File: src/fscl_pkg.sv
// Shared types and constants for the FIFO-replacement sector cache lookup.
// Depends on nothing; all other source files but fscl_ram use it by scoped names.
package fscl_pkg;

    // Geometry (SECTOR_BYTES, SLOTS and MAP_SECTORS are powers of two)
    localparam int SECTOR_BYTES = 512;
    localparam int SLOTS        = 32;
    localparam int MAP_SECTORS  = 65536;

    // Fixed field widths of the words on the ports
    localparam int POS_W   = 25;
    localparam int DSEC_W  = 32;
    localparam int ADDR_W  = 14;
    localparam int FSLOT_W = 5;

    // Derived widths
    localparam int OFF_W  = $clog2(SECTOR_BYTES);
    localparam int SLOT_W = $clog2(SLOTS);
    localparam int MAP_W  = $clog2(MAP_SECTORS);
    localparam int SMAP_W = SLOT_W + 1;   // valid bit over slot index

    // Opcodes
    localparam logic OP_LOAD = 1'b0;
    localparam logic OP_READ = 1'b1;

    typedef struct packed {
        logic              opcode;
        logic [POS_W-1:0]  rom_position;
        logic [DSEC_W-1:0] disk_sector;
    } t_in_word;

    typedef struct packed {
        logic               hit;
        logic [ADDR_W-1:0]  buffer_address;
        logic               fill_needed;
        logic [DSEC_W-1:0]  fill_disk_sector;
        logic [FSLOT_W-1:0] fill_slot;
    } t_out_word;

    typedef enum logic [1:0] {
        S_CLEAR,
        S_IDLE,
        S_LOOKUP,
        S_UNMAP
    } t_state;

    // Controller to datapath
    typedef struct packed {
        logic accept;      // input word taken this cycle
        logic clear_step;  // clear one sector map entry
        logic lookup;      // resolve hit/miss and load the result register
        logic unmap;       // drop the victim's previous owner from the map
    } t_cmd;

    // Datapath to controller
    typedef struct packed {
        logic in_read;     // word on the input is an in-range read
        logic hit;         // looked-up sector owns a slot
        logic old_valid;   // victim slot has a previous owner
        logic out_free;    // result register can take a word
        logic clear_last;  // last entry of the clearing pass
    } t_status;

endpackage

File: src/fscl_ctrl.sv
// Controller: sequences the clearing pass, accept, lookup and unmap steps.
// Uses fscl_pkg; drives commands into fscl_datapath.
module fscl_ctrl (
    input  logic              i_clk,
    input  logic              i_rst_n,
    input  logic              i_in_valid,
    input  fscl_pkg::t_status i_status,
    output logic              o_in_stall,
    output fscl_pkg::t_cmd    o_cmd
);

    fscl_pkg::t_state r_state;
    fscl_pkg::t_state n_state;

    always_ff @(posedge i_clk) begin
        if (!i_rst_n) begin
            r_state <= fscl_pkg::S_CLEAR;
        end else begin
            r_state <= n_state;
        end
    end

    // Next state
    always_comb begin
        n_state = r_state;
        case (r_state)
            fscl_pkg::S_CLEAR: begin
                if (i_status.clear_last) n_state = fscl_pkg::S_IDLE;
            end
            fscl_pkg::S_IDLE: begin
                if (i_in_valid && i_status.in_read) n_state = fscl_pkg::S_LOOKUP;
            end
            fscl_pkg::S_LOOKUP: begin
                if (i_status.out_free) begin
                    if (!i_status.hit && i_status.old_valid) begin
                        n_state = fscl_pkg::S_UNMAP;
                    end else begin
                        n_state = fscl_pkg::S_IDLE;
                    end
                end
            end
            fscl_pkg::S_UNMAP: begin
                n_state = fscl_pkg::S_IDLE;
            end
            default: begin
                n_state = fscl_pkg::S_CLEAR;
            end
        endcase
    end

    // Commands
    always_comb begin
        o_cmd      = '0;
        o_in_stall = 1'b1;
        case (r_state)
            fscl_pkg::S_CLEAR: begin
                o_cmd.clear_step = 1'b1;
            end
            fscl_pkg::S_IDLE: begin
                o_in_stall   = 1'b0;
                o_cmd.accept = i_in_valid;
            end
            fscl_pkg::S_LOOKUP: begin
                o_cmd.lookup = i_status.out_free;
            end
            fscl_pkg::S_UNMAP: begin
                o_cmd.unmap = 1'b1;
            end
            default: begin
                o_cmd = '0;
            end
        endcase
    end

endmodule

File: config.mk
export PLATFORM = sky130hd
export DESIGN_NAME = fscl_ctrl
export DESIGN_NICKNAME = d
export VERILOG_FILES = /design/src/fscl_pkg.sv /design/src/fscl_ctrl.sv
export SDC_FILE = /design/constraint.sdc
export NUM_CORES = 1
export LEC_CHECK = 0
export ABC_AREA = 1
export BUFFER_PORTS_ARGS = -buffer_cell sky130_fd_sc_hd__buf_2
export CAP_MARGIN = 30
export CORE_AREA = 2 2 39 41
export DETAILED_ROUTE_END_ITERATION = 7
export DIE_AREA = 0 0 41 43
export GPL_TIMING_DRIVEN = 0
export PLACE_DENSITY = 0.45
export SLEW_MARGIN = 5
export SYNTH_ARGS = -nofsm -noshare
export SYNTH_HDL_FRONTEND = slang
export SYNTH_SLANG_ARGS = --single-unit
File: constraint.sdc
create_clock -name i_clk -period 1.4 [get_ports i_clk]
set_input_delay 0.21 -clock i_clk [delete_from_list [all_inputs] [get_ports i_clk]]
set_output_delay 0.21 -clock i_clk [all_outputs]
set_load 0.02 [all_outputs]
Word-level counts from Yosys, hierarchy flattened --
Index checks and enable logic that the tools add are counted.
Operators by class: muxes and demuxes 10, equal/unequal tests 6, reduce and logical (&&, ||, !) cells 5
Operators by type and width (count):
- $mux 2 | 4
- $pmux 2 s4 | 1
- $ne 2x2->1 const B | 3
- $mux 1 | 5
- $eq 2x2->1 const B | 2
- $reduce_and 3->1 | 1
- $eq 2x1->1 const B | 1
- $logic_and 1x1->1 | 2
- $logic_not 2->1 | 1
- $logic_not 1->1 | 1
Word-level totals: output and inout port bits 5, register bits after elaboration 2

Logic depth before layout (Yosys ltp) --
depth in word-level cells 5, mapped depth 7, mapped depth without buffers 7

Worst setup path before layout --
No wires, ideal clock.
kind register -> register, start reg r_state[0], end reg r_state[1], path slack 0.248 ns, stages on the path, launching flop included 7, library setup time 0.114 ns, buffers on the path 0, data required time 1.286 ns, arrival time 1.038 ns, cells stage by stage dfxtp_1 > inv_1 > ha_1 > nand2_2 > nand3_2 > a21oi_1 > nor2_1
Between the ends: longest elaborated chain between the ends 3
Ends and longest elaborated chain:
- from (decl) | line fscl_ctrl.sv:12 | fscl_pkg::t_state r_state;
- from (signal assigned) | line fscl_ctrl.sv:17 | r_state <= fscl_pkg::S_CLEAR;
- from (signal assigned) | line fscl_ctrl.sv:19 | r_state <= n_state;
- $eq 2x1->1, or another cell as far along | line fscl_ctrl.sv:26 | case (r_state)
- $ne 2x2->1 (no line)
- $reduce_and 3->1 (no line)
Parallel ways exist; a longest one is shown, timed or not. A chain may end at the register's enable or synchronous reset.

Worst setup path in the final report --
start reg r_state[1], end out o_in_stall
Between the ends: longest elaborated chain between the ends 2
Ends and longest elaborated chain:
- $eq 2x1->1 | line fscl_ctrl.sv:55 | case (r_state)
- $mux 1 | line fscl_ctrl.sv:55
- to (decl) | line fscl_ctrl.sv:8 | output logic o_in_stall,
No other way between the ends.

==> metrics <==
outcome=complete, no violations; DR pass1 iterations=4; Synth warnings=0; max reg flops=2; Vias/cell=3.53; Tcrit/Tclk final=93.9%; ratio of cells with drive above 1 in the final layout=43.5%; DR WL/cell=6.45 um; CP max stage cell=dfxtp_1; Inserted Diodes=0; DR iter-0 viols=3; first-pass GRT wire length=579 um; Pwr Density=1950 mW/mm^2; CP required=1190 ps; CP Class=register to primary output; GPL Wtd Cong=0.618; gr usage total=5.71%; vias after detailed routing=219; Largest regs=r_state (2); CTS buffer count=3; cell family with most CP delay=flip-flops; Buf/Inv on CP=3; Most Frequent Cell on Critical Path=inv_1; Rows=14; Seq pwr share=18.5%; Synth cell types=9; die height=43 um; initial core utilization=14.6%; cts hold-fix bufs=0; Net Sw Frac=46.1%; Clock Latency Late Sink=220 ps; clock transition at the registers of the reported paths=30 ps; ANT nets after route=0; cell at the root of the clock tree=clkbuf_4; CP Data Arrival Time=1100 ps; Leakage=0.201 nW; Sum Neg Setup Slack=0 ps; DIE AREA=0.00176 mm^2; peak supply drop=531 uV; Synth Net Count=43; Hold Slack=211 ps; Net Sw Power=0.278 mW; Hold Path Class=input port to register; CTS sink count=2; Setup Buffers After CTS=0; Clk network pwr share=20.2%; Startpoint Class=register; Max-slew headroom=90.9%; Fin Clk Skew=0.305 ps; final HPWL from detailed placement=361 um; Max clock buf depth=2; total core area=0.00138 mm^2; CP max stage delay=350 ps; CP cell instances=inv_1, ha_1, inv_1, buf_4; largest net degree at the start of global routing=5; Post-Syn Area=203 um^2; vias in the first global route=180; Final Hold Fails=0; grt total ovfl=0; synthesized area per cell=6.54 um^2; Total Nets Final=60; drt drc=0; Die Wd=41 um; Layout area overhead=52.5%; Slew Viols, Final=0; Setup crit end kind=primary output; combinational power share=61.4%; unrepaired setup endpoints after global routing=no; Max FO, Critical Path=3; CTS tree=built; fin crit period=1310 ps; synthesized instance count=31; WL final=400 um; number of I/O port buffers=12; fmax=761 MHz; CTS H-Tree Depth=1; IO Pins=13; flops & latches, synth=2; post-synthesis sequential area ratio=19.8%; Biggest register=r_state; Max-Cap Viols=0; Slew @ Worst Pin=136 ps; Final setup viols=0; initial antenna violation count=0; Int Power=0.325 mW
## routing by layer
metal | GRT usage [%] | share of wire, % | up-vias
met1 | 5.10 | 45 | 90
li1 | - | - | 120
met4 | 8.00 | 0 | 0
met2 | 7.19 | 44 | 9
met5 | 0 | 0 | -
met3 | 3.14 | 12 | 0
## cell type report
cell class / instances / area (um^2)
clock buffer: 3 / 22.5
fill: 169 / 1070
inverter: 9 / 33.8
multi-input combinational: 20 / 129
sequential: 2 / 41.3
tap: 16 / 20.0
timing repair buffer: 12 / 62.6
## cell usage in the layout, fill, tap and decap left out, drive strengths merged
cell / instances
clkbuf: 3
inv: 9
nand2: 10
nor2: 1
dfxtp: 2
buf: 12
nand3: 3
a21oi: 2
ha: 4
## per-stage QoR
step | worst slack (ps) | area, um^2 | util, % | cells | power [mW]
after floorplan | 248 | 203 | - | 31 | 0.387
final | 85.6 | 309 | 22.3 | 62 | 0.603
after CTS | 21.4 | 305 | 22.1 | 62 | 0.608
after global placement | 238 | 283 | 20.4 | 59 | 0.474
after detailed placement | 221 | 283 | 20.4 | 59 | 0.479
after global routing | 3.15 | 309 | 22.3 | 62 | 0.680
## synth_stat cells
cell type	number	area, um^2
nand3_2	1	10.0
nand3_1	2	10.0
nor2_1	1	3.75
inv_1	9	33.8
ha_1	4	50.1
dfxtp_1	2	40.0
nand2_1	7	26.3
nand2_2	3	18.8
a21oi_1	2	10.0
## cell families (layout without fill, tap and decap cells)
family / count (synthesis) / in the layout / synth area share [%]
AND/OR/NAND/NOR: 14 / 14 / 34.0
buffers and inverters: 9 / 24 / 16.7
adder cells (fa/ha/maj): 4 / 4 / 24.7
AO/OA/AOI/OAI: 2 / 2 / 4.94
flip-flops: 2 / 2 / 19.8
## final timing paths
kind	start	endpoint	slack (ps)	cells past startpoint
setup / recovery	r_state[1]	o_in_stall	90	4
hold reg to reg	r_state[0]	r_state[0]	470	2
setup reg to reg	r_state[0]	r_state[1]	280	6
hold / removal	i_rst_n	r_state[0]	210	3
## power groups by stage
stage	Combinational (mW)	Sequential, mW	Clock, mW
6_report	0.370	0.111	0.122
5_1_grt	0.421	0.115	0.144
4_1_cts	0.369	0.109	0.130
3_5_place_dp	0.369	0.110	0
3_3_place_gp	0.365	0.109	0
2_1_floorplan	0.283	0.104	0
## tightest hold or removal path: cells and delay by family
| family | cells | cell delay (ps) |
|---|---|---|
| buffers and inverters | 2 | 140 |
| AO/OA/AOI/OAI | 1 | 30 |
## what timing repair did
item | CTS | global route
endpoints found under the setup margin | 0 | 2
gates resized for setup | 0 | 2
endpoints found under the hold margin | 0 | 0
No activity file was read; power rests on OpenSTA's default activity.
